==> src/lpfr_pkg.sv <==
// types and constants shared by the length-prefixed frame receiver
`timescale 1ns / 1ps

package lpfr_pkg;

	// buffer position of the second length byte
	localparam logic [7:0] LENGTH_END_INDEX = 8'd3;
	// hard ceiling on the length limit so positions fit in 8 bits
	localparam logic [7:0] LIMIT_CEILING = 8'd250;

	// configuration register indexes
	localparam logic [1:0] CFG_FIRST_HEADER  = 2'd0;
	localparam logic [1:0] CFG_SECOND_HEADER = 2'd1;
	localparam logic [1:0] CFG_MAX_LENGTH    = 2'd2;

	// receiver phase, one-hot
	typedef enum logic [4:0] {
		PH_HEAD1 = 5'b00001,
		PH_HEAD2 = 5'b00010,
		PH_LEN   = 5'b00100,
		PH_DATA  = 5'b01000,
		PH_CHECK = 5'b10000
	} phase_t;

endpackage

==> src/length_prefixed_frame_receiver.sv <==
// length-prefixed frame receiver: header hunt, length, payload and check byte tracking
`timescale 1ns / 1ps

// Usage
//   Input channel (in_valid / in_ready / rx_byte) carries one received byte per beat.
//   Output channel (out_valid / out_ready) carries one result beat per input beat:
//   store_valid, store_index and store_byte for a kept byte, frame_done and
//   frame_bytes on the last check byte of a complete frame.
//   Configuration: cfg_we with cfg_index selects first header byte (0), second
//   header byte (1) or payload length limit (2); index 3 is ignored. Write only
//   while the block is idle.
//   Path: a byte accepted into the input register is decided from there into the
//   result register, which drives out_valid. Throughput is one byte per cycle
//   while out_ready is high, or while the result register is empty.
//   Stall: when out_ready is low the result register holds; the input stage still
//   takes one more byte, then in_ready drops until the result is taken.
//   Reset: phase returns to the header hunt, counters clear, headers reset to 0 and
//   the limit to 250; both stages come up empty.
module length_prefixed_frame_receiver
	import lpfr_pkg::*;
#(
	parameter int CHECK_BYTES = 2
) (
	input  logic       clk,
	input  logic       arst_n,
	input  logic       cfg_we,
	input  logic [1:0] cfg_index,
	input  logic [7:0] cfg_data,
	input  logic       in_valid,
	output logic       in_ready,
	input  logic [7:0] rx_byte,
	output logic       out_valid,
	input  logic       out_ready,
	output logic       store_valid,
	output logic [7:0] store_index,
	output logic [7:0] store_byte,
	output logic       frame_done,
	output logic [8:0] frame_bytes
);

	localparam int CW = (CHECK_BYTES < 2) ? 1 : $clog2(CHECK_BYTES + 1);
	localparam logic [CW-1:0] CHECK_LAST = CW'(CHECK_BYTES);

	// configuration registers
	logic [7:0] first_hdr_q;
	logic [7:0] second_hdr_q;
	logic [7:0] max_len_q;

	// receiver state
	phase_t        phase_q, phase_d;
	logic [7:0]    idx_q, idx_d;
	logic [15:0]   remain_q, remain_d;
	logic [CW-1:0] chk_q, chk_d;

	// input stage
	logic       valid_s1;
	logic [7:0] byte_s1;

	// result stage
	logic       valid_s2;
	logic       keep_s2;
	logic [7:0] index_s2;
	logic [7:0] data_s2;
	logic       done_s2;
	logic [8:0] total_s2;

	logic       advance;
	logic       keep_d;
	logic       done_d;
	logic [8:0] total_d;
	logic [7:0] limit;
	logic [15:0] remain_shift;
	logic [7:0]  idx_inc;
	logic [15:0] remain_dec;

	// handshake: result stage frees when empty or taken
	assign advance  = valid_s1 && (!valid_s2 || out_ready);
	assign in_ready = !valid_s1 || !valid_s2 || out_ready;

	// config writes
	always_ff @(posedge clk or negedge arst_n) begin
		if (!arst_n) begin
			first_hdr_q  <= '0;
			second_hdr_q <= '0;
			max_len_q    <= LIMIT_CEILING;
		end else if (cfg_we) begin
			unique case (cfg_index)
				CFG_FIRST_HEADER:  first_hdr_q  <= cfg_data;
				CFG_SECOND_HEADER: second_hdr_q <= cfg_data;
				CFG_MAX_LENGTH:    max_len_q    <= cfg_data;
				default: ;
			endcase
		end
	end

	// input register
	always_ff @(posedge clk or negedge arst_n) begin
		if (!arst_n) begin
			valid_s1 <= 1'b0;
		end else if (in_ready) begin
			valid_s1 <= in_valid;
		end
	end

	always_ff @(posedge clk) begin
		if (in_ready && in_valid) begin
			byte_s1 <= rx_byte;
		end
	end

	// clamp the limit and precompute small arithmetic
	assign limit        = (max_len_q > LIMIT_CEILING) ? LIMIT_CEILING : max_len_q;
	assign remain_shift = {remain_q[7:0], byte_s1};
	assign idx_inc      = idx_q + 8'd1;
	assign remain_dec   = remain_q - 16'd1;

	// per-byte decision
	always_comb begin
		phase_d  = phase_q;
		idx_d    = idx_q;
		remain_d = remain_q;
		chk_d    = chk_q;
		keep_d   = 1'b0;
		done_d   = 1'b0;
		total_d  = '0;
		unique case (phase_q)
			PH_HEAD1: begin
				if (byte_s1 == first_hdr_q) begin
					idx_d   = '0;
					keep_d  = 1'b1;
					phase_d = PH_HEAD2;
				end
			end
			PH_HEAD2: begin
				if (byte_s1 == second_hdr_q) begin
					idx_d   = idx_inc;
					keep_d  = 1'b1;
					phase_d = PH_LEN;
				end else begin
					phase_d = PH_HEAD1;
				end
			end
			PH_LEN: begin
				idx_d    = idx_inc;
				keep_d   = 1'b1;
				remain_d = remain_shift;
				if (idx_inc == LENGTH_END_INDEX) begin
					phase_d = (remain_shift > {8'd0, limit}) ? PH_HEAD1 : PH_DATA;
				end
			end
			PH_DATA: begin
				if (remain_q != '0) begin
					idx_d    = idx_inc;
					keep_d   = 1'b1;
					remain_d = remain_dec;
				end
				// zero left after this byte (or already zero): move to check bytes
				if (remain_q == '0 || remain_q == 16'd1) begin
					phase_d = PH_CHECK;
					chk_d   = '0;
				end
			end
			PH_CHECK: begin
				idx_d  = idx_inc;
				keep_d = 1'b1;
				chk_d  = chk_q + CW'(1);
				if (chk_q + CW'(1) == CHECK_LAST) begin
					done_d  = 1'b1;
					total_d = {1'b0, idx_inc} + 9'd1;
					phase_d = PH_HEAD1;
					chk_d   = '0;
				end
			end
			default: begin
				phase_d = PH_HEAD1;
			end
		endcase
	end

	// state update on each decided byte
	always_ff @(posedge clk or negedge arst_n) begin
		if (!arst_n) begin
			phase_q  <= PH_HEAD1;
			idx_q    <= '0;
			remain_q <= '0;
			chk_q    <= '0;
		end else if (advance) begin
			phase_q  <= phase_d;
			idx_q    <= idx_d;
			remain_q <= remain_d;
			chk_q    <= chk_d;
		end
	end

	// result register
	always_ff @(posedge clk or negedge arst_n) begin
		if (!arst_n) begin
			valid_s2 <= 1'b0;
		end else if (!valid_s2 || out_ready) begin
			valid_s2 <= valid_s1;
		end
	end

	always_ff @(posedge clk) begin
		if (advance) begin
			keep_s2  <= keep_d;
			index_s2 <= keep_d ? idx_d : 8'd0;
			data_s2  <= keep_d ? byte_s1 : 8'd0;
			done_s2  <= done_d;
			total_s2 <= total_d;
		end
	end

	assign out_valid   = valid_s2;
	assign store_valid = keep_s2;
	assign store_index = index_s2;
	assign store_byte  = data_s2;
	assign frame_done  = done_s2;
	assign frame_bytes = total_s2;

	// a finished frame's count is one past the last stored position
	assert property (@(posedge clk) disable iff (!arst_n)
		(valid_s2 && done_s2) |-> (keep_s2 && total_s2 == {1'b0, index_s2} + 9'd1))
		else $error("frame_done without matching store or byte count");

	// byte count only appears on frame_done
	assert property (@(posedge clk) disable iff (!arst_n)
		(valid_s2 && !done_s2) |-> (total_s2 == 9'd0))
		else $error("frame_bytes nonzero without frame_done");

	// input stalls only when both stages are full and the result is held
	assert property (@(posedge clk) disable iff (!arst_n)
		!in_ready |-> (valid_s1 && valid_s2 && !out_ready))
		else $error("input stalled with room in the pipeline");

	// state moves only when a byte is decided
	assert property (@(posedge clk) disable iff (!arst_n)
		!advance |=> $stable(phase_q) && $stable(idx_q))
		else $error("receiver state changed without a decided byte");

endmodule
==> config.mk <==
export PLATFORM = sky130hd
export DESIGN_NAME = length_prefixed_frame_receiver
export DESIGN_NICKNAME = d
export VERILOG_FILES = /design/src/lpfr_pkg.sv /design/src/length_prefixed_frame_receiver.sv
export SDC_FILE = /design/constraint.sdc
export NUM_CORES = 1
export LEC_CHECK = 0
export ABC_CLOCK_PERIOD_IN_PS = 3400
export BUFFER_PORTS_ARGS = -buffer_cell sky130_fd_sc_hd__buf_4
export CORE_UTILIZATION = 59
export CTS_BUF_LIST = sky130_fd_sc_hd__clkbuf_16
export DETAILED_ROUTE_END_ITERATION = 12
export GPL_TIMING_DRIVEN = 0
export PLACE_DENSITY_LB_ADDON = 0.3
export SYNTH_ARGS = -nofsm -noshare
export SYNTH_HDL_FRONTEND = slang
export SYNTH_SLANG_ARGS = --single-unit
==> constraint.sdc <==
create_clock -name clk -period 3.4 [get_ports clk]
set_clock_uncertainty 0.05 [all_clocks]
set_input_delay 1.02 -clock clk [delete_from_list [all_inputs] [get_ports clk]]
set_output_delay 1.02 -clock clk [all_outputs]
set_load 0.05 [all_outputs]
* After elaboration in Yosys (flattened, before gate mapping)
Cells that the tools add are included.
Cells by class: multiplexer cells 22, $lt $le $gt $ge 2, reductions and logical operators 21, $add $sub $neg 4, equality and inequality tests 17
Operators by type and width (count):
- two-way mux 8 bit | 4
- case mux 16 bit (2 select lines) | 1
- case mux 8 bit (4 select lines) | 1
- case mux 5 bit (5 select lines) | 1
- two-way mux 5 bit | 4
- == test 16 x 1 -> 1 bit, second input constant | 1
- == test 8 bit | 2
- > comparator 16 x 8 -> 1 bit | 1
- logical NOT 16 bit | 1
- two-way mux 16 bit | 1
- nonzero test 16 bit | 1
- subtractor 16 x 1 -> 16 bit, second input constant | 1
- != test 2 bit, second input constant | 5
- adder 8 x 1 -> 9 bit, second input constant | 1
- adder 8 x 1 -> 8 bit, second input constant | 1
- == test 8 x 2 -> 1 bit, second input constant | 1
- > comparator 8 bit, second input constant | 1
- AND reduction 2 bit | 4
- AND reduction 3 bit | 2
- == test 5 x 1 -> 1 bit, second input constant | 1
- == test 5 x 2 -> 1 bit, second input constant | 1
- == test 5 x 3 -> 1 bit, second input constant | 1
- == test 5 x 4 -> 1 bit, second input constant | 1
- == test 5 bit, second input constant | 1
- 16 further kinds | 27
Word-level totals: register bits after elaboration 92, input port bits 23

* Depth between registers and ports, before layout
Gate-level depths: netlist of run 1.
depth in word-level cells 6, mapped depth 12, depth with buffers taken out 12

* Least setup slack after synthesis of run 1
Ideal clock, no wire load.
path kind input to register, start point input port out_ready, end point register phase_q[4], setup time 0.128 ns, stages on the path 6, arrival time 2.970 ns, path slack 0.253 ns, buffers on the path 0, path through nand2b_1 nand2_1 inv_1 nand2_1 nor3_4 mux2_1
On the way: cells in the longest elaborated chain, start to end 3
Ends and longest elaborated chain:
- from (decl) | line length_prefixed_frame_receiver.sv:33 | input logic out_ready,
- logical OR 1 bit | line length_prefixed_frame_receiver.sv:77 | assign advance = valid_s1 && (!valid_s2 || out_ready);
- logical AND 1 bit | line length_prefixed_frame_receiver.sv:77
- net advance | line length_prefixed_frame_receiver.sv:67 | logic advance;
- AND reduction 5 bit (no line)
- to (signal assigned) | line length_prefixed_frame_receiver.sv:188 | phase_q <= phase_d;
- to (decl) | line length_prefixed_frame_receiver.sv:50 | phase_t phase_q, phase_d;
The timed path passes the listed nets, and every way through them passes these cells. A chain may end at the register's enable or synchronous reset.

* Worst setup path in the final report of run 1
Same ends and word-level chain as after synthesis.

==> metrics.txt, run 1 <==
XOR/XNOR Fraction of Synth Area 5.234%; hpwl dp 6704 um; met3 Use GR 4.523%; largest net degree at the start of global routing 58; final period utilization approximately nine tenths; Worst Hold Class reg2reg; Critical Path Sink Type register; vias in the first global route 3,331; DRC 0; TritonRoute pass-1 iters 7; Synth Area in Compound Gates 11.43%; Max-slew headroom approximately half; largest family of logic cells by synthesized area simple AND/OR/NAND/NOR gates; CP startpoint out_ready; CP cell instances buf_4, nand2b_1, nand2_1, clkinvlp_4, nand2_1, nor3_4, mux2_1; status complete, no violations; pwr/cell area 566.2 nW/um^2; Final ANT Viol Nets 0; Tmin final 3.011 ns; Multi-input gate area 2062 sq um; top-count cell post-synth dfrtp_1; total number of vias between 3,000 and 4,000; worst hold slack 0.4490 ns; area growth from synthesis to layout 17.36%; Die X 91.12 um; Int Pwr 2.171 mW; Crit Path Category in2reg; Starting Density 60.95%; Top Usage Layer GRT met2; min-delay src valid_s1; leak pwr 2.246 nW; fillers 557; Max Cap Viol 0; CTS Hold Bufs 0; CP max FO 30; CP max stage cell clkinvlp_4; clock network power share 32.2%; CTS resizes 0; synth top area cells dfrtp_1 (27%), edfxtp_1 (22%), mux2_2 (5.8%); GRT overflow 0; final setup vio count 0; DRT Wirelength slightly below 10,000 um; Setup Buffers After CTS 0; FF+latch count, synth 92; most used cell, CP nand2_1; Gate Count Post-Synth a little over 400; register area between 2000 and 2500 sq um; fraction of synthesis flops using an asynchronous set or reset pin 61.96%; Core Region 7687 sq um; Longest Clk Path Bufs 2; Post-synth EDFFs 35; max-slew violations 0; # rows 32; post-synth top area cell dfrtp_1; CP required 3.57 ns; CTS Sinks 92; top_reg_cell synth dfrtp_1; adder-cell area share of the yosys netlist roughly 3.2%; Inst Count DP 563; DR vias/cell 5.995; initial DRC count approximately 300; number of top-level pins 52; Final Hold Vio Count 0; yosys warns 0; syn avg cell area 11.43 sq um; syn_nets 445; layout cells sized above 1 26.42%; routability cong. 0.8924; H-tree depth 3; met2 Usage GRT 41.98%; f_max between 0.3 and 0.4 GHz; Yosys top cell area share a little over a quarter; met1 GRT Util roughly a third; clk slew on worst S/H paths 0.06 ns; Worst Setup Start Kind input port; count of unique library cells instantiated by Yosys 64; Total Nets Final 507; cts bufs inserted 9; Clock Tree Root clkbuf_16; Reg power frac 46.4%; Synth Area in Simple Gates 16.72%; Die Y 91.12 um; clock latency on the worst-skew pair 0.34 ns; non-filler cells in the finished layout 579; post-synthesis mux area share 7.423%; CTS tree yes; post-synthesis cell area ~4700 sq um; worst r2r src max_len_q[7]; delay of the slowest critical-path stage 0.66 ns; initial antenna violation count 0; sequential element share of the synthesized area a little over half; drt wl/cell 16.81 um; Gate power share 21.3%; die area approximately 8300 sq um; transition time of the tightest slew-check pin 0.7282 ns; GRT Util Overall 25.38%; first-pass GRT wire length about 16,000 um; # diodes 0; Psw 942.5 uW; RSZ-0062 raised after global routing no; Port Buffers 51; Sw Ratio slightly above 30%; Peak VDD IR 0.0004028 V; CP Data Arrival Time 3.18 ns; top post-synthesis cells by count dfrtp_1 (50), edfxtp_1 (35), nor2_1 (29)
[kinds of logic after synthesis]
logic type	Yosys count
flip-flops	92
buffers and inverters	30
multiplexers	31
AND/OR/NAND/NOR	137
XOR/XNOR	28
adder cells (fa/ha/maj)	12
AO/OA/AOI/OAI	80
[through the flow]
step	utilization (%)	total power [mW]	cell area, sq um	setup WS (ns)	TNS, ns
6_report	71.53	3.113	5499	0.3889	0
5_1_grt	71.53	3.247	5499	0.2062	0
4_1_cts	71.48	3.116	5495	0.01884	0
3_5_place_dp	67.59	2.113	5196	-0.3040	-1.004
3_3_place_gp	67.59	2.087	5196	-0.1998	-0.4286
2_1_floorplan	-	1.930	4686	0.2528	0
[layout make-up]
| class | instances | area share (%) |
|---|---|---|
| inverter | 19 | 1.365 |
| clock inverter | 7 | 1.342 |
| buffer | 11 | 1.206 |
| sequential | 92 | 45.21 |
| clock buffer | 9 | 4.096 |
| timing repair buffer | 51 | 6.962 |
| multi-input combinational | 288 | 37.50 |
| tap | 102 | 2.321 |
[layout by cell type (no fill, tap or decap), types with 3 or more instances in the layout]
cell and count:
buf_4 52, dfrtp_1 50, edfxtp_1 35, nor2_1 29, nand2_1 26, xnor2_1 25
mux2_2 24, a21oi_1 22, o21ai_0 19, inv_1 18, nor3_1 16, nand3_1 13
ha_1 12, clkbuf_16 9, and2_1 8, dfstp_2 7, nand3b_1 6, a22o_1 6
o2bb2ai_1 6, buf_2 5, nand4_1 5, nand2b_1 5, nor4_1 4, clkinvlp_4 4
o211ai_1 4, mux2i_1 4, a22oi_1 4, xor2_1 3, nor2b_1 3, clkbuf_1 3
o21ai_1 3
[power by group through the flow]
stage	Clock (mW)	Sequential, mW	Combinational, mW
after floorplan	0	1.50	0.428
after global placement	0	1.46	0.631
after detailed placement	0	1.46	0.650
after CTS	1.01	1.44	0.661
after global routing	1.05	1.46	0.733
final	1.00	1.45	0.664
[state kept, by name, indices dropped and copies added (netlist names)]
name / cells
valid_s1: 1
max_len_q: 8
store_valid: 1
store_index: 8
first_hdr_q: 8
chk_q: 2
phase_q: 5
store_byte: 8
remain_q: 16
out_valid: 1
idx_q: 8
byte_s1: 8
frame_bytes: 9
second_hdr_q: 8
frame_done: 1
[layer usage]
metal | vias up | wire length [um]
met5 | - | 0
met3 | 25 | 436
met4 | 0 | 401
li1 | 1615 | -
met1 | 1700 | 3991
met2 | 131 | 4905
[worst paths after layout]
kind	to	slack [ns]	depth (start not counted)
worst max-delay path	phase_q[4]	0.39	7
worst min-delay path	out_valid	0.45	1
worst max register to register	phase_q[0]	0.68	10
worst min register to register	out_valid	0.45	1
max in group asynchronous	first_hdr_q[1]	2.13	1
min in group asynchronous	remain_q[15]	0.69	1
[worst max-delay path: cells and delay by family]
family	cells	cell delay (ns)
buffers and inverters	2	0.77
and+or+nand+nor	4	1.06
muxes	1	0.32
Note: power is estimated with default switching activity, not from simulation.
==> inputs of run 2 (changes only) <==
--- a/config.mk
+++ b/config.mk
@@ -7,4 +7,6 @@
 export LEC_CHECK = 0
+export ABC_AREA = 1
 export ABC_CLOCK_PERIOD_IN_PS = 3400
 export BUFFER_PORTS_ARGS = -buffer_cell sky130_fd_sc_hd__buf_4
+export CAP_MARGIN = 20
 export CORE_UTILIZATION = 59
==> constraint.sdc (replaced) <==
create_clock -name clk -period 3.4 [get_ports clk]
set_clock_uncertainty 0.05 [all_clocks]
set_input_delay 0.17 -clock clk [delete_from_list [all_inputs] [get_ports clk]]
set_output_delay 0.17 -clock clk [all_outputs]
set_load 0.05 [all_outputs]
==> metrics.txt, run 2 <==
hpwl dp 8203 um (was 6704 um); total number of vias 4,461 (was 3,471); Synth Area in Compound Gates 9.093% (was 11.43%); TritonRoute pass-1 iters 5 (was 7); yosys warns 0 (unchanged); Synth Area in Simple Gates 27.93% (was 16.72%); Setup Buffers After CTS 0 (unchanged); vias in the first global route 4,288 (was 3,331); post-synthesis cell area 5036 sq um (was 4686 sq um); GRT Util Overall 29.03% (was 25.38%); post-route cell area 6020 sq um (was 5499 sq um); CTS Sinks 92 (unchanged); max-slew violations 0 (unchanged); count of unique library cells instantiated by Yosys 42 (was 64); transition time of the tightest slew-check pin 0.8269 ns (was 0.7282 ns); Max Cap Viol 0 (unchanged); adder-cell area share of the yosys netlist 2.981% (was 3.204%); largest net degree at the start of global routing 58 (unchanged); pre-CTS WS 1.096 ns (was -0.3040 ns); CTS tree yes (unchanged); pwr/cell area 495.3 nW/um^2 (was 566.2 nW/um^2); Total Nets Final 728 (was 507); Max-slew headroom 44.67% (was 51.45%); initial DRC count 272 (was 301); top_reg_cell synth dfrtp_1 (unchanged); syn avg cell area 8.123 sq um (was 11.43 sq um); cts bufs inserted 9 (unchanged); Critical Path Sink Type register (unchanged); first-pass GRT wire length 19,710 um (was 16,130 um); top post-synthesis cells by count nand2_1 (182), inv_1 (91), nor2_1 (56) (was dfrtp_1 (50), edfxtp_1 (35), nor2_1 (29)); sum of negative setup slack 0 ns (unchanged); Peak VDD IR 0.0003560 V (was 0.0004028 V); Final ANT Viol Nets 0 (unchanged); DR vias/cell 5.555 (was 5.995); Worst Hold Class in2reg (was reg2reg); # diodes 0 (unchanged); H-tree depth 3 (unchanged); DRC 0 (unchanged); Final Hold Vio Count 0 (unchanged); final setup vio count 0 (unchanged); CTS Hold Bufs 10 (was 0); Tmin final 2.389 ns (was 3.011 ns); post-synthesis mux area share 0% (was 7.423%); overall power 2.981 mW (was 3.113 mW); syn_nets 655 (was 445); synth top area cells dfrtp_1 (25%), edfxtp_1 (21%), nand2_1 (14%) (was dfrtp_1 (27%), edfxtp_1 (22%), mux2_2 (5.8%)); Longest Clk Path Bufs 2 (unchanged); initial antenna violation count 0 (unchanged); max reg flops 16 (unchanged); Die Y 94.39 um (was 91.12 um); CTS resizes 0 (unchanged); RSZ-0062 raised after global routing no (unchanged); status complete, no violations (unchanged); Worst R2R Path Depth 11 (was 10); CP required 3.44 ns (was 3.57 ns); Post-synth EDFFs 35 (unchanged); DRT Wirelength 12,020 um (was 9734 um); Port Buffers 51 (unchanged); worst setup margin 1.011 ns (was 0.3889 ns); Yosys top cell area share 24.84% (was 26.70%); Worst Setup Start Kind register (was input port); clock latency on the worst-skew pair 0.34 ns (about the same); DP Area 5578 sq um (was 5196 sq um); most frequent cells in the layout nand2_1 (182), inv_1 (92), nor2_1 (56) (was buf_4 (52), dfrtp_1 (50), edfxtp_1 (35)); clk slew on worst S/H paths 0.07 ns (was 0.06 ns); CP Data Arrival Time 2.43 ns (was 3.18 ns); commonest non-fill, non-tap cell in the layout nand2_1 (was buf_4); top-count cell post-synth nand2_1 (was dfrtp_1); Starting Density 60.98% (was 60.95%); worst hold slack 0.05602 ns (was 0.4490 ns); sequential element share of the synthesized area 49.37% (was 53.06%); hold path depth 3 (was 1); Clock Tree Root clkbuf_16 (unchanged); Crit Path Category reg2reg (was in2reg); XOR/XNOR Fraction of Synth Area 2.410% (was 5.234%); CP max FO 9 (was 30); # rows 33 (was 32); number of top-level pins 52 (unchanged); die area 8909 sq um (was 8302 sq um); Gate Count Post-Synth 620 (was 410); largest family of logic cells by synthesized area simple AND/OR/NAND/NOR gates (unchanged); routability cong. 0.8950 (was 0.8924); post-synth top area cell dfrtp_1 (unchanged); leak pwr 3.014 nW (was 2.246 nW); f_max 0.4185 GHz (was 0.3321 GHz); Core Region 8258 sq um (was 7687 sq um); layout cells sized above 1 16.05% (was 26.42%); drt wl/cell 14.97 um (was 16.81 um); fraction of synthesis flops using an asynchronous set or reset pin 61.96% (unchanged); GRT overflow 0 (unchanged); largest reg by FF count remain_q (unchanged); final period utilization 70.27% (was 88.56%); Die X 94.39 um (was 91.12 um); FF+latch count, synth 92 (unchanged); area growth from synthesis to layout 19.53% (was 17.36%)
run 2: changes by cell type in the layout (fill, tap and decap cells not counted), moves of 7 or more:
cell and delta:
dlygate4sd3_1 +10, nand2_1 +156, xnor2_1 -17, mux2_2 -24
a21oi_1 -7, nand3_1 +16, and2_1 -8, nor2_1 +27
inv_1 +74, nor3_1 -11, o21ai_0 +35
run 2: power breakdown:
group | internal, mW | switching, mW
combinational | 0.171 | 0.331
clock | 0.719 | 0.422
sequential | 1.26 | 0.0778
run 2: final cells by class:
cell class                      instances  area [sq um]
Buffer                                  9         48.80
Clock buffer                            9         225.2
Clock inverter                          7         116.4
Fill cell                             583          2238
Inverter                               97         365.4
Multi-Input combinational cell        422          2136
Sequential cell                        92          2486
Tap cell                              105         131.4
Timing Repair Buffer                   62         510.5
run 2: worst paths after layout:
| check | start | endpoint | slack (ns) |
|---|---|---|---|
| max | remain_q[1] | store_byte[3] | 1.01 |
| min | cfg_data[6] | max_len_q[6] | 0.06 |
| max reg2reg | remain_q[1] | store_byte[3] | 1.01 |
| min reg2reg | phase_q[0] | phase_q[0] | 0.44 |
| max in group asynchronous | arst_n | chk_q[0] | 2.40 |
| min in group asynchronous | arst_n | second_hdr_q[7] | 0.37 |
run 2: worst max-delay path: stages (launching register included):
cell,delay [ns]
dfrtp_1,0.43
inv_1,0.13
ha_1,0.18
inv_1,0.04
nor2_1,0.19
nand2_4,0.10
nor2_8,0.18
nand2_4,0.09
a21oi_4,0.30
nand3_2,0.18
inv_2,0.19
nor2_1,0.08
run 2: stage by stage:
stage                     cells  util (%)
after global placement      776     67.21
after global routing        803     72.89
after CTS                   803     72.89
after detailed placement    777     67.55
after floorplan             620         -
final                       803     72.89
run 2: cell families (layout without fill, tap and decap cells):
| group | count (synthesis) | count (layout) |
|---|---|---|
| buf+inv | 106 | 184 |
| simple gates | 312 | 312 |
| fa+ha+maj | 12 | 12 |
| flops | 92 | 92 |
| compound gates | 85 | 85 |
| xor+xnor | 13 | 13 |
run 2: per-layer routing:
layer  vias to the layer above  global-route usage (%)  share of wire, %
met4                         0                   12.69               2.8
met3                        37                   5.556               5.8
met5                         -                       0                 0
met2                       206                   51.39                52
li1                       2129                       -                 -
met1                      2089                   34.24                40
==> inputs of run 3 (changes only) <==
- ABC_CLOCK_PERIOD_IN_PS: 3400 -> 2500
- clock period: 3.4 -> 2.5 ns (I/O delays scaled with it)
==> metrics.txt, run 3 (same netlist as run 2, synthesis figures left out) <==
status complete, no violations (unchanged); clk slew on worst S/H paths 0.07 ns (about the same); # rows 33 (unchanged); clock latency on the worst-skew pair 0.34 ns (about the same); CTS tree yes (unchanged); CP required 2.54 ns (was 3.44 ns); Total Nets Final 730 (was 728); post-route cell area 6041 sq um (was 6020 sq um); Final ANT Viol Nets 0 (unchanged); fillers 579 (was 583); transition time of the tightest slew-check pin 0.8181 ns (was 0.8269 ns); initial DRC count 321 (was 272); met3 Use GR 5.556% (unchanged); pwr/cell area 671.0 nW/um^2 (was 495.3 nW/um^2); Worst Hold Class in2reg (unchanged); Peak VDD IR 0.0004831 V (was 0.0003560 V); worst setup margin 0.2143 ns (was 1.011 ns); critical path buffer and inverter count 3 (unchanged); met2 Usage GRT 51.39% (unchanged); delay of the slowest critical-path stage 0.43 ns (about the same); largest reg by FF count remain_q (unchanged); DRC 0 (unchanged); number of top-level pins 52 (unchanged); Inst Count DP 777 (unchanged); Top Usage Layer GRT met2 (unchanged); Max Cap Viol 0 (unchanged); Starting Density 60.98% (unchanged); CP max stage cell dfrtp_1 (unchanged); total number of vias 4,427 (was 4,461); Multi-input gate area 2142 sq um (was 2136 sq um); GRT overflow 0 (unchanged); Critical Path Sink Type register (unchanged); register area 2486 sq um (unchanged); Worst Setup Start Kind register (unchanged); max reg flops 16 (unchanged); CP delay by family, top simple AND/OR/NAND/NOR gates (unchanged); RSZ-0062 raised after global routing no (unchanged); Clock Tree Root clkbuf_16 (unchanged); met1 GRT Util 34.24% (unchanged); GRT Util Overall 29.03% (unchanged); TritonRoute pass-1 iters 5 (unchanged); first-pass GRT wire length 19,710 um (unchanged); final setup vio count 0 (unchanged); layout cells sized above 1 16.43% (was 16.05%); final period utilization 91.43% (was 70.27%); final core occ 73.15% (was 72.89%); Max-slew headroom 45.26% (was 44.67%); Core Region 8258 sq um (unchanged); DR vias/cell 5.499 (was 5.555); CP cell instances inv_1, ha_1, inv_1, nor2_1, nand2_4, nor2_8, nand2_4, a21oi_4, nand3_2, inv_2, nor2_1 (unchanged); drt wl/cell 14.97 um (about the same); Die Y 94.39 um (unchanged); leak pwr 3.023 nW (was 3.014 nW); max-slew violations 0 (unchanged); Final Hold Vio Count 0 (unchanged); CP Data Arrival Time 2.32 ns (was 2.43 ns); Die X 94.39 um (unchanged); CTS Sinks 92 (unchanged); hpwl dp 8203 um (unchanged); initial antenna violation count 0 (unchanged); Longest Clk Path Bufs 2 (unchanged); Tmin final 2.286 ns (was 2.389 ns); largest net degree at the start of global routing 58 (unchanged); f_max 0.4375 GHz (was 0.4185 GHz); DRT Wirelength 12,050 um (was 12,020 um); H-tree depth 3 (unchanged); pre-CTS WS 0.1958 ns (was 1.096 ns); routability cong. 0.8950 (unchanged); # diodes 0 (unchanged); overall power 4.054 mW (was 2.981 mW); area growth from synthesis to layout 19.95% (was 19.53%); Crit Path Category reg2reg (unchanged); commonest non-fill, non-tap cell in the layout nand2_1 (unchanged); vias in the first global route 4,288 (unchanged); cts bufs inserted 9 (unchanged); most frequent cells in the layout nand2_1 (182), inv_1 (92), nor2_1 (56) (unchanged); DP Area 5578 sq um (unchanged); die area 8909 sq um (unchanged); non-filler cells in the finished layout 805 (was 803); Port Buffers 51 (unchanged); CP max FO 8 (was 9)
## run 3: cell types whose count changed in the layout (fill, tap and decap cells not counted)
| cell | before | now |
|---|---|---|
| buf_4 | 52 | 54 |
| nor4_1 | 1 | 0 |
| nor4_2 | 0 | 1 |
## run 3: per-stage QoR
stage | setup TNS, ns | hold WS [ns]
after floorplan | 0 | -0.2206
after global placement | -0.009524 | 0.1827
after detailed placement | 0 | 0.1818
after CTS | 0 | 0.01122
after global routing | 0 | 0.03478
final | 0 | 0.01078
## run 3: repair_timing
action,in CTS,in global routing
buffers inserted,0,2
hold buffers,10,0
hold endpoints to repair,59,0
setup endpoints to repair,0,2
gates resized for setup,0,1
## run 3: worst register-to-register path, cell delays in order, from the launching register on
cell and delay, ns:
dfrtp_1 0.43, inv_1 0.13, ha_1 0.18, inv_1 0.04, nor2_1 0.20, nand2_4 0.10, nor2_8 0.17, nand2_4 0.09
a21oi_4 0.23, nand3_2 0.15, inv_2 0.18, nor2_1 0.08
## run 3: routing by layer
metal  wire (um)  vias to the layer above
met5           0                        -
met1        4774                     2079
met2        6265                      189
met3         710                       27
li1            -                     2132
met4         299                        0
## run 3: path summary, 6_finish.rpt
kind | startpoint | slack, ns | end | cells after the start
hold reg to reg | phase_q[0] | 0.44 | phase_q[0] | 2
min in group asynchronous | arst_n | 0.32 | second_hdr_q[7] | 2
setup reg to reg | remain_q[1] | 0.21 | store_byte[3] | 11
max in group asynchronous | arst_n | 1.56 | chk_q[0] | 2
setup / recovery | remain_q[1] | 0.21 | store_byte[3] | 11
hold / removal | cfg_data[7] | 0.01 | max_len_q[7] | 3
## run 3: power by group
| group | switching [mW] | total [mW] | internal (mW) |
|---|---|---|---|
| sequential | 0.107 | 1.82 | 1.71 |
| combinational | 0.452 | 0.685 | 0.233 |
| clock | 0.570 | 1.55 | 0.977 |
| total | 1.13 | 4.05 | 2.92 |
## run 3: cell type report
| type | count | area share (%) |
|---|---|---|
| Sequential cell | 92 | 41.16 |
| Clock inverter | 7 | 1.926 |
| Tap cell | 105 | 2.175 |
| Clock buffer | 9 | 3.728 |
| Multi-Input combinational cell | 422 | 35.46 |
| Buffer | 9 | 0.8078 |
| Timing Repair Buffer | 64 | 8.699 |
| Inverter | 97 | 6.048 |
